**src/design/telnet_rx_line_assembler_assert.svh**
```systemverilog
// Assertion macros used by the telnet receive line assembler.
`ifndef TELNET_RX_LINE_ASSEMBLER_ASSERT_SVH
`define TELNET_RX_LINE_ASSEMBLER_ASSERT_SVH

// same-cycle implication, disabled while in reset
`define TRA_ASSERT_NOW(label, clk, rst_n, ante, cons, msg) \
	label: assert property (@(posedge clk) disable iff (!rst_n) (ante) |-> (cons)) \
		else $error(msg);

// next-cycle implication, disabled while in reset
`define TRA_ASSERT_NEXT(label, clk, rst_n, ante, cons, msg) \
	label: assert property (@(posedge clk) disable iff (!rst_n) (ante) |=> (cons)) \
		else $error(msg);

`endif

```
**src/design/tra_pkg.sv**
```systemverilog
// Types and constants shared by the telnet receive line assembler.
package tra_pkg;

	localparam int LINE_LEN_DEF = 32;
	localparam int QUEUE_DEPTH  = 4;
	localparam int CHAR_W       = 7;

	// telnet command and option codes
	localparam logic [7:0] TN_IAC  = 8'd255;
	localparam logic [7:0] TN_DONT = 8'd254;
	localparam logic [7:0] TN_DO   = 8'd253;
	localparam logic [7:0] TN_WONT = 8'd252;
	localparam logic [7:0] TN_WILL = 8'd251;
	localparam logic [7:0] TN_EL   = 8'd248;
	localparam logic [7:0] TN_EC   = 8'd247;
	localparam logic [7:0] TN_AYT  = 8'd246;
	localparam logic [7:0] TN_IP   = 8'd244;

	localparam logic [7:0] OPT_ECHO = 8'd1;
	localparam logic [7:0] OPT_SGA  = 8'd3;
	localparam logic [7:0] OPT_EOR  = 8'd25;

	localparam logic [7:0] CH_BS    = 8'd8;
	localparam logic [7:0] CH_LF    = 8'd10;
	localparam logic [7:0] CH_CTL   = 8'd31;
	localparam logic [7:0] CH_DEL   = 8'd127;

	// result kinds
	localparam logic [2:0] KIND_REPLY = 3'd0;
	localparam logic [2:0] KIND_ECHO  = 3'd1;
	localparam logic [2:0] KIND_LINE  = 3'd2;
	localparam logic [2:0] KIND_AYT   = 3'd3;
	localparam logic [2:0] KIND_IP    = 3'd4;

	typedef enum logic [2:0] {
		OP_REPLY = 3'd0,
		OP_STORE = 3'd1,
		OP_DUMP  = 3'd2,
		OP_AYT   = 3'd3,
		OP_IP    = 3'd4
	} op_t;

	// one request from the parser to the executor
	typedef struct packed {
		op_t        op;
		logic [7:0] verb;
		logic [7:0] value;  // option code or character
		logic       echo;
		logic       trunc;
	} cmd_t;

endpackage

```
**src/design/tra_ram.sv**
```systemverilog
// Generic simple dual-port RAM with registered read.
module tra_ram #(
	parameter int WIDTH = 8,
	parameter int DEPTH = 32
) (
	input  logic                     clk,
	input  logic                     we,
	input  logic [$clog2(DEPTH)-1:0] waddr,
	input  logic [WIDTH-1:0]         wdata,
	input  logic                     re,
	input  logic [$clog2(DEPTH)-1:0] raddr,
	output logic [WIDTH-1:0]         rdata
);

	logic [WIDTH-1:0] mem_q [DEPTH];
	logic [WIDTH-1:0] rdata_q;

	always_ff @(posedge clk) begin
		if (we) begin
			mem_q[waddr] <= wdata;
		end
		if (re) begin
			rdata_q <= mem_q[raddr];
		end
	end

	assign rdata = rdata_q;

endmodule

```
**src/design/tra_queue.sv**
```systemverilog
// Small request queue between the parser and the executor.
module tra_queue #(
	parameter int WIDTH = 8,
	parameter int DEPTH = 4
) (
	input  logic             clk,
	input  logic             arst_n,
	input  logic             push,
	input  logic [WIDTH-1:0] wdata,
	output logic             full,
	input  logic             pop,
	output logic [WIDTH-1:0] rdata,
	output logic             empty
);

	localparam int PW = $clog2(DEPTH);
	localparam int NW = $clog2(DEPTH + 1);

	logic [WIDTH-1:0] slot_q [DEPTH];
	logic [PW-1:0]    wr_ptr_q;
	logic [PW-1:0]    rd_ptr_q;
	logic [NW-1:0]    fill_q;

	function automatic logic [PW-1:0] ptr_inc(input logic [PW-1:0] p);
		return (p == PW'(DEPTH - 1)) ? '0 : p + PW'(1);
	endfunction

	assign full  = (fill_q == NW'(DEPTH));
	assign empty = (fill_q == '0);
	assign rdata = slot_q[rd_ptr_q];

	always_ff @(posedge clk) begin
		if (push) begin
			slot_q[wr_ptr_q] <= wdata;
		end
	end

	always_ff @(posedge clk or negedge arst_n) begin
		if (!arst_n) begin
			wr_ptr_q <= '0;
			rd_ptr_q <= '0;
			fill_q   <= '0;
		end else begin
			if (push) begin
				wr_ptr_q <= ptr_inc(wr_ptr_q);
			end
			if (pop) begin
				rd_ptr_q <= ptr_inc(rd_ptr_q);
			end
			if (push && !pop) begin
				fill_q <= fill_q + NW'(1);
			end else if (pop && !push) begin
				fill_q <= fill_q - NW'(1);
			end
		end
	end

endmodule

```
**src/design/tra_front.sv**
```systemverilog
// Byte parser: telnet command decode, echo flag, line count bookkeeping.
module tra_front
	import tra_pkg::*;
#(
	parameter int LINE_LEN = LINE_LEN_DEF
) (
	input  logic                          clk,
	input  logic                          arst_n,
	input  logic [7:0]                    rx_byte,
	input  logic                          in_valid,
	output logic                          in_ready,
	input  logic                          q_full,
	output logic                          q_push,
	output cmd_t                          q_cmd,
	output logic [$clog2(LINE_LEN+1)-1:0] q_cnt
);

	localparam int CW = $clog2(LINE_LEN + 1);

	localparam logic [2:0] PH_DATA = 3'd0;
	localparam logic [2:0] PH_CMD  = 3'd1;
	localparam logic [2:0] PH_DO   = 3'd2;
	localparam logic [2:0] PH_DONT = 3'd3;
	localparam logic [2:0] PH_WILL = 3'd4;
	localparam logic [2:0] PH_WONT = 3'd5;

	logic [2:0]    phase_q, phase_d;
	logic [CW-1:0] count_q, count_d;
	logic          trunc_q, trunc_d;
	logic          echo_q, echo_d;
	logic          accept;

	assign in_ready = !q_full;
	assign accept   = in_valid && in_ready;

	always_comb begin
		phase_d     = phase_q;
		count_d     = count_q;
		trunc_d     = trunc_q;
		echo_d      = echo_q;
		q_push      = 1'b0;
		q_cmd.op    = OP_REPLY;
		q_cmd.verb  = '0;
		q_cmd.value = rx_byte;
		q_cmd.echo  = echo_q;
		q_cmd.trunc = trunc_q;
		q_cnt       = count_q;
		if (accept) begin
			phase_d = PH_DATA;
			unique case (phase_q)
				PH_CMD: begin
					unique case (rx_byte)
						TN_AYT: begin
							q_push   = 1'b1;
							q_cmd.op = OP_AYT;
						end
						TN_IP: begin
							q_push   = 1'b1;
							q_cmd.op = OP_IP;
						end
						TN_EC: begin
							if (count_q != '0) begin
								count_d = count_q - CW'(1);
							end
						end
						TN_EL: begin
							count_d = '0;
							trunc_d = 1'b0;
						end
						TN_DO:   phase_d = PH_DO;
						TN_DONT: phase_d = PH_DONT;
						TN_WILL: phase_d = PH_WILL;
						TN_WONT: phase_d = PH_WONT;
						default: phase_d = PH_DATA;
					endcase
				end
				PH_DO: begin
					q_push = 1'b1;
					if (rx_byte == OPT_SGA || rx_byte == OPT_EOR || rx_byte == OPT_ECHO) begin
						q_cmd.verb = TN_WILL;
					end else begin
						q_cmd.verb = TN_WONT;
					end
					if (rx_byte == OPT_ECHO) begin
						echo_d = 1'b1;
					end
				end
				PH_DONT: begin
					if (rx_byte == OPT_ECHO) begin
						echo_d = 1'b0;
					end
				end
				PH_WILL: begin
					q_push     = 1'b1;
					q_cmd.verb = TN_DONT;
				end
				PH_WONT: phase_d = PH_DATA;
				default: begin
					if (rx_byte == TN_IAC) begin
						phase_d = PH_CMD;
					end else if (rx_byte == CH_LF) begin
						q_push   = 1'b1;
						q_cmd.op = OP_DUMP;
						count_d  = '0;
						trunc_d  = 1'b0;
					end else if (rx_byte == CH_BS || rx_byte == CH_DEL) begin
						if (count_q != '0) begin
							count_d = count_q - CW'(1);
						end
					end else if (rx_byte > CH_CTL && rx_byte < CH_DEL) begin
						if (count_q >= CW'(LINE_LEN)) begin
							trunc_d = 1'b1;
						end else begin
							// q_cnt carries the write index
							q_push   = 1'b1;
							q_cmd.op = OP_STORE;
							count_d  = count_q + CW'(1);
						end
					end
				end
			endcase
		end
	end

	always_ff @(posedge clk or negedge arst_n) begin
		if (!arst_n) begin
			phase_q <= PH_DATA;
			count_q <= '0;
			trunc_q <= 1'b0;
			echo_q  <= 1'b0;
		end else begin
			phase_q <= phase_d;
			count_q <= count_d;
			trunc_q <= trunc_d;
			echo_q  <= echo_d;
		end
	end

endmodule

```
**src/design/tra_back.sv**
```systemverilog
// Executor: owns the line store, builds result items, streams line dumps.
module tra_back
	import tra_pkg::*;
#(
	parameter int LINE_LEN = LINE_LEN_DEF
) (
	input  logic                          clk,
	input  logic                          arst_n,
	input  logic                          q_empty,
	output logic                          q_pop,
	input  cmd_t                          q_cmd,
	input  logic [$clog2(LINE_LEN+1)-1:0] q_cnt,
	output logic                          out_valid,
	input  logic                          out_ready,
	output logic [2:0]                    kind,
	output logic [7:0]                    reply_verb,
	output logic [7:0]                    reply_option,
	output logic [7:0]                    data_byte,
	output logic                          line_last,
	output logic                          line_empty,
	output logic                          line_truncated
);

	localparam int CW = $clog2(LINE_LEN + 1);
	localparam int IW = $clog2(LINE_LEN);

	localparam logic ST_IDLE = 1'b0;
	localparam logic ST_DUMP = 1'b1;

	logic          state_q, state_d;
	logic [CW-1:0] dcnt_q, dcnt_d;
	logic          dtrunc_q, dtrunc_d;
	logic [CW-1:0] rd_idx_q, rd_idx_d;
	logic [CW-1:0] em_idx_q, em_idx_d;
	logic          rd_pend_q, rd_pend_d;

	logic          out_valid_q;
	logic [2:0]    kind_q, n_kind;
	logic [7:0]    verb_q, n_verb;
	logic [7:0]    opt_q, n_opt;
	logic [7:0]    data_q, n_data;
	logic          last_q, n_last;
	logic          empty_q, n_empty;
	logic          trunc_q, n_trunc;

	logic          slot_free;
	logic          load;
	logic          issue;
	logic          ram_we;
	logic          ram_re;
	logic [CHAR_W-1:0] ram_rdata;

	tra_ram #(
		.WIDTH(CHAR_W),
		.DEPTH(LINE_LEN)
	) u_line_store (
		.clk  (clk),
		.we   (ram_we),
		.waddr(q_cnt[IW-1:0]),
		.wdata(q_cmd.value[CHAR_W-1:0]),
		.re   (ram_re),
		.raddr(rd_idx_q[IW-1:0]),
		.rdata(ram_rdata)
	);

	assign slot_free = !out_valid_q || out_ready;

	always_comb begin
		q_pop     = 1'b0;
		load      = 1'b0;
		issue     = 1'b0;
		ram_we    = 1'b0;
		ram_re    = 1'b0;
		n_kind    = KIND_REPLY;
		n_verb    = '0;
		n_opt     = '0;
		n_data    = '0;
		n_last    = 1'b0;
		n_empty   = 1'b0;
		n_trunc   = 1'b0;
		state_d   = state_q;
		dcnt_d    = dcnt_q;
		dtrunc_d  = dtrunc_q;
		rd_idx_d  = rd_idx_q;
		em_idx_d  = em_idx_q;
		rd_pend_d = rd_pend_q;
		unique case (state_q)
			ST_IDLE: begin
				if (!q_empty) begin
					unique case (q_cmd.op)
						OP_REPLY: begin
							if (slot_free) begin
								q_pop  = 1'b1;
								load   = 1'b1;
								n_kind = KIND_REPLY;
								n_verb = q_cmd.verb;
								n_opt  = q_cmd.value;
							end
						end
						OP_STORE: begin
							if (!q_cmd.echo || slot_free) begin
								q_pop  = 1'b1;
								ram_we = 1'b1;
								load   = q_cmd.echo;
								n_kind = KIND_ECHO;
								n_data = q_cmd.value;
							end
						end
						OP_DUMP: begin
							q_pop     = 1'b1;
							state_d   = ST_DUMP;
							dcnt_d    = q_cnt;
							dtrunc_d  = q_cmd.trunc;
							rd_idx_d  = '0;
							em_idx_d  = '0;
							rd_pend_d = 1'b0;
						end
						OP_AYT: begin
							if (slot_free) begin
								q_pop  = 1'b1;
								load   = 1'b1;
								n_kind = KIND_AYT;
							end
						end
						OP_IP: begin
							if (slot_free) begin
								q_pop  = 1'b1;
								load   = 1'b1;
								n_kind = KIND_IP;
							end
						end
						default: q_pop = 1'b1;
					endcase
				end
			end
			ST_DUMP: begin
				n_kind  = KIND_LINE;
				n_trunc = dtrunc_q;
				if (dcnt_q == '0) begin
					if (slot_free) begin
						load    = 1'b1;
						n_last  = 1'b1;
						n_empty = 1'b1;
						state_d = ST_IDLE;
					end
				end else begin
					// read data waits in the RAM output register until the slot frees
					load   = rd_pend_q && slot_free;
					n_data = {1'b0, ram_rdata};
					n_last = (em_idx_q + CW'(1) == dcnt_q);
					if (load) begin
						em_idx_d = em_idx_q + CW'(1);
						if (n_last) begin
							state_d = ST_IDLE;
						end
					end
					issue = (rd_idx_q < dcnt_q) && (!rd_pend_q || load);
					if (issue) begin
						ram_re   = 1'b1;
						rd_idx_d = rd_idx_q + CW'(1);
					end
					rd_pend_d = issue || (rd_pend_q && !load);
				end
			end
			default: state_d = ST_IDLE;
		endcase
	end

	always_ff @(posedge clk or negedge arst_n) begin
		if (!arst_n) begin
			state_q     <= ST_IDLE;
			rd_pend_q   <= 1'b0;
			out_valid_q <= 1'b0;
		end else begin
			state_q     <= state_d;
			rd_pend_q   <= rd_pend_d;
			out_valid_q <= load || (out_valid_q && !out_ready);
		end
	end

	always_ff @(posedge clk) begin
		dcnt_q   <= dcnt_d;
		dtrunc_q <= dtrunc_d;
		rd_idx_q <= rd_idx_d;
		em_idx_q <= em_idx_d;
		if (load) begin
			kind_q  <= n_kind;
			verb_q  <= n_verb;
			opt_q   <= n_opt;
			data_q  <= n_data;
			last_q  <= n_last;
			empty_q <= n_empty;
			trunc_q <= n_trunc;
		end
	end

	assign out_valid      = out_valid_q;
	assign kind           = kind_q;
	assign reply_verb     = verb_q;
	assign reply_option   = opt_q;
	assign data_byte      = data_q;
	assign line_last      = last_q;
	assign line_empty     = empty_q;
	assign line_truncated = trunc_q;

endmodule

```
**src/design/telnet_rx_line_assembler.sv**
```systemverilog
// Telnet receive line assembler: parser, request queue and executor.
//
//   channel  direction  handshake             payload
//   in       to block   in_valid / in_ready   rx_byte
//   out      from block out_valid / out_ready kind, reply_verb, reply_option,
//                                             data_byte, line_last, line_empty,
//                                             line_truncated
//
// The parser takes one byte per cycle while the request queue has room; a result
// passes from the request queue through the executor into the output register.
// The executor retires one request per cycle while the output slot is free and no
// line dump runs; a line dump takes the request, issues the first line store read,
// then emits one item per stored character (one empty item for an empty line).
// Reset clears the parser, queue and executor control; the line store is not
// cleared, only written entries are ever read.
// A stalled output holds its register and the executor; the queue then fills
// and in_ready drops.
module telnet_rx_line_assembler
	import tra_pkg::*;
#(
	parameter int LINE_LEN = LINE_LEN_DEF
) (
	input  logic       clk,
	input  logic       arst_n,
	input  logic       in_valid,
	output logic       in_ready,
	input  logic [7:0] rx_byte,
	output logic       out_valid,
	input  logic       out_ready,
	output logic [2:0] kind,
	output logic [7:0] reply_verb,
	output logic [7:0] reply_option,
	output logic [7:0] data_byte,
	output logic       line_last,
	output logic       line_empty,
	output logic       line_truncated
);

	`include "telnet_rx_line_assembler_assert.svh"

	localparam int CW = $clog2(LINE_LEN + 1);
	localparam int QW = $bits(cmd_t) + CW;

	cmd_t          f_cmd, b_cmd;
	logic [CW-1:0] f_cnt, b_cnt;
	logic          q_push, q_pop, q_full, q_empty;
	logic [QW-1:0] q_rdata;

	tra_front #(
		.LINE_LEN(LINE_LEN)
	) u_front (
		.clk     (clk),
		.arst_n  (arst_n),
		.rx_byte (rx_byte),
		.in_valid(in_valid),
		.in_ready(in_ready),
		.q_full  (q_full),
		.q_push  (q_push),
		.q_cmd   (f_cmd),
		.q_cnt   (f_cnt)
	);

	tra_queue #(
		.WIDTH(QW),
		.DEPTH(QUEUE_DEPTH)
	) u_queue (
		.clk   (clk),
		.arst_n(arst_n),
		.push  (q_push),
		.wdata ({f_cmd, f_cnt}),
		.full  (q_full),
		.pop   (q_pop),
		.rdata (q_rdata),
		.empty (q_empty)
	);

	assign {b_cmd, b_cnt} = q_rdata;

	tra_back #(
		.LINE_LEN(LINE_LEN)
	) u_back (
		.clk           (clk),
		.arst_n        (arst_n),
		.q_empty       (q_empty),
		.q_pop         (q_pop),
		.q_cmd         (b_cmd),
		.q_cnt         (b_cnt),
		.out_valid     (out_valid),
		.out_ready     (out_ready),
		.kind          (kind),
		.reply_verb    (reply_verb),
		.reply_option  (reply_option),
		.data_byte     (data_byte),
		.line_last     (line_last),
		.line_empty    (line_empty),
		.line_truncated(line_truncated)
	);

	`TRA_ASSERT_NOW(a_no_push_when_full, clk, arst_n, q_push, !q_full && in_valid,
		"request pushed into a full queue")
	`TRA_ASSERT_NOW(a_no_pop_when_empty, clk, arst_n, q_pop, !q_empty,
		"request popped from an empty queue")
	`TRA_ASSERT_NOW(a_empty_line_is_last, clk, arst_n,
		out_valid && kind == KIND_LINE && line_empty, line_last && data_byte == 8'd0,
		"empty line result not marked last")
	`TRA_ASSERT_NEXT(a_reply_fields_zero, clk, arst_n, 1'b1,
		!out_valid || kind == KIND_REPLY || (reply_verb == 8'd0 && reply_option == 8'd0),
		"reply fields set on a non-reply result")

endmodule

```
**config.mk**
```make
export PLATFORM = sky130hd
export DESIGN_NAME = telnet_rx_line_assembler
export DESIGN_NICKNAME = d
export VERILOG_FILES = /design/src/design/tra_pkg.sv /design/src/design/tra_ram.sv /design/src/design/tra_queue.sv /design/src/design/tra_front.sv /design/src/design/tra_back.sv /design/src/design/telnet_rx_line_assembler.sv
export VERILOG_INCLUDE_DIRS = /design/src /design/src/design
export SDC_FILE = /design/constraint.sdc
export NUM_CORES = 1
export LEC_CHECK = 0
export BUFFER_PORTS_ARGS = -buffer_cell sky130_fd_sc_hd__buf_2
export CAP_MARGIN = 20
export CORE_ASPECT_RATIO = 1.1
export CORE_MARGIN = 3
export CORE_UTILIZATION = 60
export CTS_CLUSTER_DIAMETER = 30
export CTS_CLUSTER_SIZE = 28
export DETAILED_ROUTE_END_ITERATION = 12
export GPL_TIMING_DRIVEN = 0
export PLACE_DENSITY = 0.87
export SLEW_MARGIN = 10
export SYNTH_ARGS = -nofsm -noshare
export SYNTH_HDL_FRONTEND = slang
export SYNTH_HIERARCHICAL = 1
export SYNTH_SLANG_ARGS = --single-unit
```
**constraint.sdc**
```tcl
create_clock -name clk -period 8.08 [get_ports clk]
set_clock_uncertainty 0.2 [all_clocks]
set_input_delay 1.212 -clock clk [delete_from_list [all_inputs] [get_ports clk]]
set_output_delay 1.212 -clock clk [all_outputs]
set_load 0.03 [all_outputs]
```
# --- After elaboration in Yosys (flattened, before gate mapping) ---
# Memory sizes are Yosys's and may differ from the RTL's. A register that Yosys moved wholly into a read port is not among the register bits.
# Index checks and enable logic that the tools add are counted.
totals:
  reg_bits: 70
  ram_bits: 332
  word_cells: 221
  n_memories: 2
mem_list:
  columns: ["name", "words", "word_bits", "rd", "rd_ports_with_merged_regs", "write_ports", "line_no", "source"]
  rows:
  - ["u_back.u_line_store.mem_q", 32, 7, 1, 1, 1, "tra_ram.sv:15", "logic [WIDTH-1:0] mem_q [DEPTH];"]
  - ["u_queue.slot_q", 4, 27, 1, 0, 1, "tra_queue.sv:19", "logic [WIDTH-1:0] slot_q [DEPTH];"]
classes:
  add_sub_neg: 8
  order_cmp: 4
  eq_ne: 40
  mux: 94
  n_bitwise: 5
  reduce_logical: 47
op_table:
  columns: ["operator", "count"]
  rows:
  - ["8-bit == test, second input constant", 9]
  - ["6-bit two-way mux", 12]
  - ["6-bit case mux with 2 select lines", 4]
  - ["1-bit two-way mux", 45]
  - ["8-bit case mux with 2 select lines", 2]
  - ["3-bit two-way mux", 9]
  - ["8-bit two-way mux", 3]
  - ["3-bit case mux with 2 select lines", 4]
  - ["6-bit by 1-bit adder with 6-bit output, second input constant", 3]
  - ["8-bit by 4-bit == test with 1-bit output, second input constant", 2]
  - ["2-bit != test, second input constant", 7]
  - ["1-bit case mux with 2 select lines", 7]
  - ["3-bit by 2-bit == test with 1-bit output, second input constant", 4]
  - ["3-bit == test, second input constant", 4]
  - ["3-bit case mux with 4 select lines", 1]
  - ["4-bit AND reduction", 3]
  - ["11-bit two-way mux", 1]
  - ["3-bit case mux with 3 select lines", 1]
  - ["8-bit by 1-bit == test with 1-bit output, second input constant", 1]
  - ["8-bit by 2-bit == test with 1-bit output, second input constant", 1]
  - ["8-bit by 5-bit == test with 1-bit output, second input constant", 1]
  - ["8-bit by 7-bit == test with 1-bit output, second input constant", 1]
  - ["8-bit by 5-bit greater-than comparator with 1-bit output, second input constant", 1]
  - ["1-bit logical AND", 8]
  - ["other kinds (33)", 64]

# --- Logic depth before layout (Yosys ltp) ---
logic_depth:
  depth_word: 12
  ltp_mapped: 14
  ltp_nobuf: 13

# --- By module ---
# The synthesis kept the hierarchy.
modules_own_cells:
  columns: ["module", "instances", "cells_per_inst", "area_each_um2", "seq_area_each_um2"]
  rows:
  - ["tra_ram", 1, 370, 8903.5, 6936.7]
  - ["tra_queue", 1, 178, 4321.6, 3418.3]
  - ["tra_back", 1, 181, 2437.3, 1546.5]
  - ["tra_front", 1, 157, 1258.7, 275.3]

# --- Worst setup path before layout ---
# Ideal clock, no wire load.
synth_path:
  path_type: "input -> register"
  from: "input port rx_byte[3]"
  to: "memory u_queue/slot_q[1][0] (netlist name), enable pin"
  t_arrival_ns: 3.591
  t_required_ns: 7.494
  setup_slack_ns: 3.902
  stages: 8
  path_buffers: 1
  cell_sequence: "buf_2 -> or2b_1 -> or4b_1 -> a211o_1 -> nand2_1 -> nand2_1 -> a22oi_1 -> and2_1"
synth_between:
  elab_chain_cells: 10
  word_cells_on_any_way: 20
  classes_between: "order compare (2); eq/ne (6); mux (9); reduce/logical (3)"
synth_rtl:
  columns: ["element", "line_no", "source"]
  rows:
  - ["start: declaration", "telnet_rx_line_assembler.sv:27", "input logic [7:0] rx_byte,"]
  - ["8-bit by 5-bit greater-than comparator with 1-bit output / 8-bit by 7-bit < comparator with 1-bit output (equally long branches)", "tra_front.sv:110", "end else if (rx_byte > CH_CTL && rx_byte < CH_DEL) begin"]
  - ["1-bit logical AND", "tra_front.sv:110", null]
  - ["1-bit two-way mux", "tra_front.sv:110", null]
  - ["1-bit two-way mux", "tra_front.sv:106", "end else if (rx_byte == CH_BS || rx_byte == CH_DEL) begin"]
  - ["1-bit two-way mux", "tra_front.sv:101", "end else if (rx_byte == CH_LF) begin"]
  - ["1-bit two-way mux", "tra_front.sv:99", "if (rx_byte == TN_IAC) begin"]
  - ["1-bit case mux with 3 select lines (*)", "tra_front.sv:50", "unique case (phase_q)"]
  - ["1-bit two-way mux (*)", "tra_front.sv:48", "if (accept) begin"]
  - ["net q_push", "telnet_rx_line_assembler.sv:46", "logic q_push, q_pop, q_full, q_empty;"]
  - ["1-bit two-way mux (*)", "tra_queue.sv:33", "if (push) begin"]
  - ["1-bit two-way mux (not written as such) (*)", "tra_queue.sv:34", "slot_q[wr_ptr_q] <= wdata;"]
  - ["end: declaration", "tra_queue.sv:19", null]
# The timed path passes the listed nets; every way through them passes the cells marked *.

# --- Final worst setup path ---
layout_path:
  from: "register u_queue.rd_ptr_q[0]"
  to: "memory u_back/u_line_store/mem_q[4][2] (netlist name), enable pin"
layout_between:
  word_cells_on_any_way: 10
  classes_between: "eq/ne (1); mux (6); reduce/logical (2); memory (1)"
layout_lines:
  columns: ["element", "line_no", "source"]
  rows:
  - ["start: declaration", "tra_queue.sv:21", "logic [PW-1:0] rd_ptr_q;"]
  - ["start signal: assignment", "tra_queue.sv:48", "rd_ptr_q <= ptr_inc(rd_ptr_q);"]
  - ["memory 4 x 27 bit", null, null]
  - ["net q_rdata[26]", "telnet_rx_line_assembler.sv:47", "logic [QW-1:0] q_rdata;"]
  - ["3-bit by 1-bit == test with 1-bit output", "tra_back.sv:90", "unique case (q_cmd.op)"]
  - ["1-bit two-way mux", "tra_back.sv:90", null]
  - ["1-bit two-way mux", "tra_back.sv:89", "if (!q_empty) begin"]
  - ["1-bit two-way mux", "tra_back.sv:87", "unique case (state_q)"]
  - ["net u_back.ram_we", "tra_back.sv:49", "logic ram_we;"]
  - ["1-bit two-way mux", "tra_ram.sv:19", "if (we) begin"]
  - ["1-bit two-way mux (not written as such)", "tra_ram.sv:20", "mem_q[waddr] <= wdata;"]
  - ["end: declaration", "tra_ram.sv:15", null]
# The timed path passes the listed nets, and every way through them passes these cells.

==> metrics.md <==
| Metric | Value |
|---|---|
| Detailed placer's ending HPWL | 22,350 um |
| Post-cts gate resize count | 0 |
| Worst Setup End Kind | flop |
| Gr busiest metal | met2 |
| Die area | 30,260 sq um |
| Final WL | a little over 40,000 um |
| Die W | ~170 um |
| Most frequent cell after synthesis | edfxtp_1 |
| Via count | roughly 9.6k |
| Share of cells above drive strength 1 | a little under a third |
| Required time worst endpoint | between 8000 and 9000 ps |
| CTS sink cnt | just over 400 |
| Shortest period the worst path allows | slightly below 5000 ps |
| Register Area | ~12,000 sq um |
| FF-to-FF setup slack | 3250 ps |
| H-tree depth | 3 |
| Post-CTS Setup Bufs | 0 |
| Met1 usage | roughly 35% |
| Worst-path fanout max | 12 |
| Static leakage | a little under 7 nW |
| Slew headroom | slightly below 40% |
| Asr flop ratio synth | between 5 and 6% |
| Fillcell total | between 1k and 1.5k |
| Area grow syn2layout | 18.01% |
| Final Net Count | about 1.0k |
| PortBufs | 42 |
| FF-to-FF path depth | 8 |
| CP Launch Type | flop |
| Min-delay src | u_queue/fill_q[2]$_DFFE_PN0P_ |
| Synth top area share | ~69% |
| Clock Latency Late Sink | about 570 ps |
| Worst hold path class | flop to flop |
| Initial antenna violation count | 0 |
| Max Freq | around 0.21 GHz |
| Final setup vio count | 0 |
| Synth Flop Type | edfxtp_1 |
| Total of max-cap violations | 0 |
| First-pass GRT wire length | 62,270 um |
| DRC | 0 |
| Vias per cell | between 6 and 7 |
| Grt ovf | 0 |
| Worst reg2reg endpoint | u_back/u_line_store/mem_q[4][2]$_DFFE_PP_ |
| Syn avg cell area | 19.10 sq um |
| GRT Total Usage | about 28% |
| DR iter-0 viols | between 1k and 1.5k |
| TNS Setup | 0 ps |
| Mapped Cells | roughly 900 |
| Diodes inserted | 0 |
| Core ar. | about 27,000 sq um |
| Final Wtd Congestion | about 0.9 |
| CP Launch Point | u_queue/rd_ptr_q[0]$_DFFE_PN0P_ |
| Placed cells | about 1.3k |
| Seq/Total Area, Yosys | ~72% |
| Die Ht | about 180 um |
| Min-Delay Endpoint | u_queue/fill_q[2]$_DFFE_PN0P_ |
| Cell variety after synth | 80 |
| Root Buffer | clkbuf_16 |
| Cell Area, Synth | 16,920 sq um |
| Synth Warn # | 6 |
| CTS Buf Count | 67 |
| RSZ-0062 raised after global routing | false |
| CP peak stage delay | approximately 720 ps |
| WS Path Type | flop to flop |
| Synthesized Nets | ~920 |
| Row count | 63 |
| Reg-to-reg startpoint | u_queue/rd_ptr_q[0]$_DFFE_PN0P_ |
| Post-cts hold buffer count | 0 |
| Final Hold Vio Count | 0 |
| VDD IR max | roughly 0.23 mV |
| Largest net degree at the start of global routing | 35 |
| Power density over the cells | 425.4 nW/um^2 |
| Routed len/inst | roughly 29 um |
| Top cells by count, synth | edfxtp_1, mux4_2, nor2_1, and2_1, nand2_1 |
| Slowest CP cell | a211oi_4 |
| Crit path DAT | ~4800 ps |
| Final Max Tran Viols | 0 |
| Initial Util | between 60% and 70% |
| Largest cells by area after synthesis | edfxtp_1, mux4_2, dfrtp_1, nor2_1, ha_1 |
| GRT met3 Usage | 5.503% |
| I/O pin cnt | 44 |
| Routed Antenna Nets | 0 |
| Tcrit/Tclk final | 59.76% |
| Hold Crit Depth | 1 |
| Met2 Use GR | a little under half |
| CTS tree | built |
| Register bit total from synthesis | 409 |
| First-pass DRT Iterations | 7 |
| Status | complete, no violations |
| Post-synth EDFFs | roughly 390 |
| Synth area leader | edfxtp_1 |
| CTS max path bufs | 3 |
| Multi-input gate area in the final layout | about 4400 sq um |
| Worst slew pin tran | 912.8 ps |
| Non-Filler Instances | ~1.4k |
| Number of global-route vias before repair | 10.00k |
| CP cell instances | buf_6 -> mux4_2 -> or3_4 -> or2_4 -> a211oi_4 -> or3b_2 -> clkbuf_1 -> nor2_1 |
| CTS clk-pin slew, worst paths | around 60 ps |
==> placed cells by master (no fill, tap or decap), types with 5 or more instances in the layout <==
cell type	synthesis	final
edfxtp_1	388	388
clkinv_2	0	7
and2_1	24	20
inv_6	0	11
xor2_1	5	5
bufinv_16	0	8
buf_6	7	7
nor2_1	69	68
or3_1	5	5
dfrtp_1	21	21
ha_1	16	16
xnor2_1	10	10
buf_2	9	52
o21ai_0	9	9
nand3_1	13	13
clkinvlp_4	0	6
a21oi_1	15	15
clkbuf_16	0	67
mux4_2	96	96
mux2_2	10	10
buf_4	15	15
clkinv_4	0	7
o22ai_1	5	5
nand2_1	24	24
nor3_1	9	9
nand3b_1	7	7
clkbuf_1	10	15
inv_1	18	18
a22o_1	8	8
==> routing by layer <==
metal  up-vias  routed length [um]
li1       3822                   -
met1      4885               14270
met2       735               20980
met3       159                3873
met4         0                1905
met5         -                   0
==> report_power, final <==
| group | switching, mW | leakage, nW | internal [mW] |
|---|---|---|---|
| registers | 0.174 | 3.81 | 2.89 |
| logic | 1.55 | 1.87 | 0.941 |
| clock network | 1.10 | 1.13 | 1.84 |
| total | 2.82 | 6.82 | 5.67 |
==> flip-flops by register name, summed over array words and instances, names as in the netlist <==
| register | cells |
|---|---|
| u_back/line_truncated | 1 |
| u_back/line_last | 1 |
| u_front/q_cnt | 6 |
| u_back/u_line_store/mem_q | 224 |
| u_back/reply_option | 8 |
| u_queue/slot_q | 108 |
| u_queue/rd_ptr_q | 2 |
| u_back/state_q | 1 |
| u_back/data_byte | 8 |
| u_front/echo_q | 1 |
| u_back/dtrunc_q | 1 |
| u_front/phase_q | 3 |
| u_back/rd_idx_q | 6 |
| u_back/rd_pend_q | 1 |
| u_back/em_idx_q | 6 |
| u_back/reply_verb | 8 |
| u_back/line_empty | 1 |
| u_back/u_line_store/rdata | 7 |
| u_back/kind | 3 |
| u_queue/wr_ptr_q | 2 |
| u_queue/fill_q | 3 |
| u_front/trunc_q | 1 |
| u_back/dcnt_q | 6 |
| u_back/out_valid | 1 |
==> metrics by stage <==
stage	power (mW)	hold WS [ps]	setup WS (ps)	cell area (sq um)	utilization [%]
finish	8.494	285.4	3252	19970	73.01
global route	8.768	304.6	3180	19970	73.01
CTS	8.495	291.7	3305	19960	72.99
detailed placement	5.429	283.1	3449	17620	64.43
global placement	5.310	281.6	3071	17580	64.27
floorplan	4.685	256.3	3902	16920	-
==> critical path, delay by kind of cell (launching register included) <==
kind                   cells  cell delay [ps]
AOI/OAI and AO/OA          1              720
DFF                        1              420
muxes                      1              620
and+or+nand+nor            4             1940
buffers and inverters      2              540
==> how the worst max path moves through the flow <==
stage / to / slack [ps] / depth (start not counted)
3_3_place_gp: u_queue/slot_q[1][21]$_DFFE_PP_ / 3070 / 8
4_1_cts: u_back/u_line_store/mem_q[0][3]$_DFFE_PP_ / 3310 / 8
2_1_floorplan: u_queue/slot_q[1][0]$_DFFE_PP_ / 3900 / 8
3_5_place_dp: u_back/u_line_store/mem_q[4][1]$_DFFE_PP_ / 3450 / 8
6_report: u_back/u_line_store/mem_q[4][2]$_DFFE_PP_ / 3250 / 8
5_1_grt: u_back/u_line_store/mem_q[0][3]$_DFFE_PP_ / 3180 / 8
==> cells by family after synthesis <==
| family | synth area share [%] |
|---|---|
| AO/OA/AOI/OAI | 3.453 |
| XOR/XNOR | 1.176 |
| adder cells (fa/ha/maj) | 1.301 |
| buffers and inverters | 2.255 |
| flip-flops | 71.96 |
| multiplexers | 13.60 |
| AND/OR/NAND/NOR | 6.256 |
==> final cells by class <==
| cell class | instances | share of cell area (%) |
|---|---|---|
| sequential | 409 | 60.98 |
| multi-input combinational | 412 | 21.94 |
| clock buffer | 73 | 8.559 |
| clock inverter | 51 | 3.164 |
| tap | 357 | 2.237 |
| buffer | 47 | 1.573 |
| timing repair buffer | 44 | 1.216 |
| inverter | 18 | 0.3383 |
(Power assumes the default switching activity.)
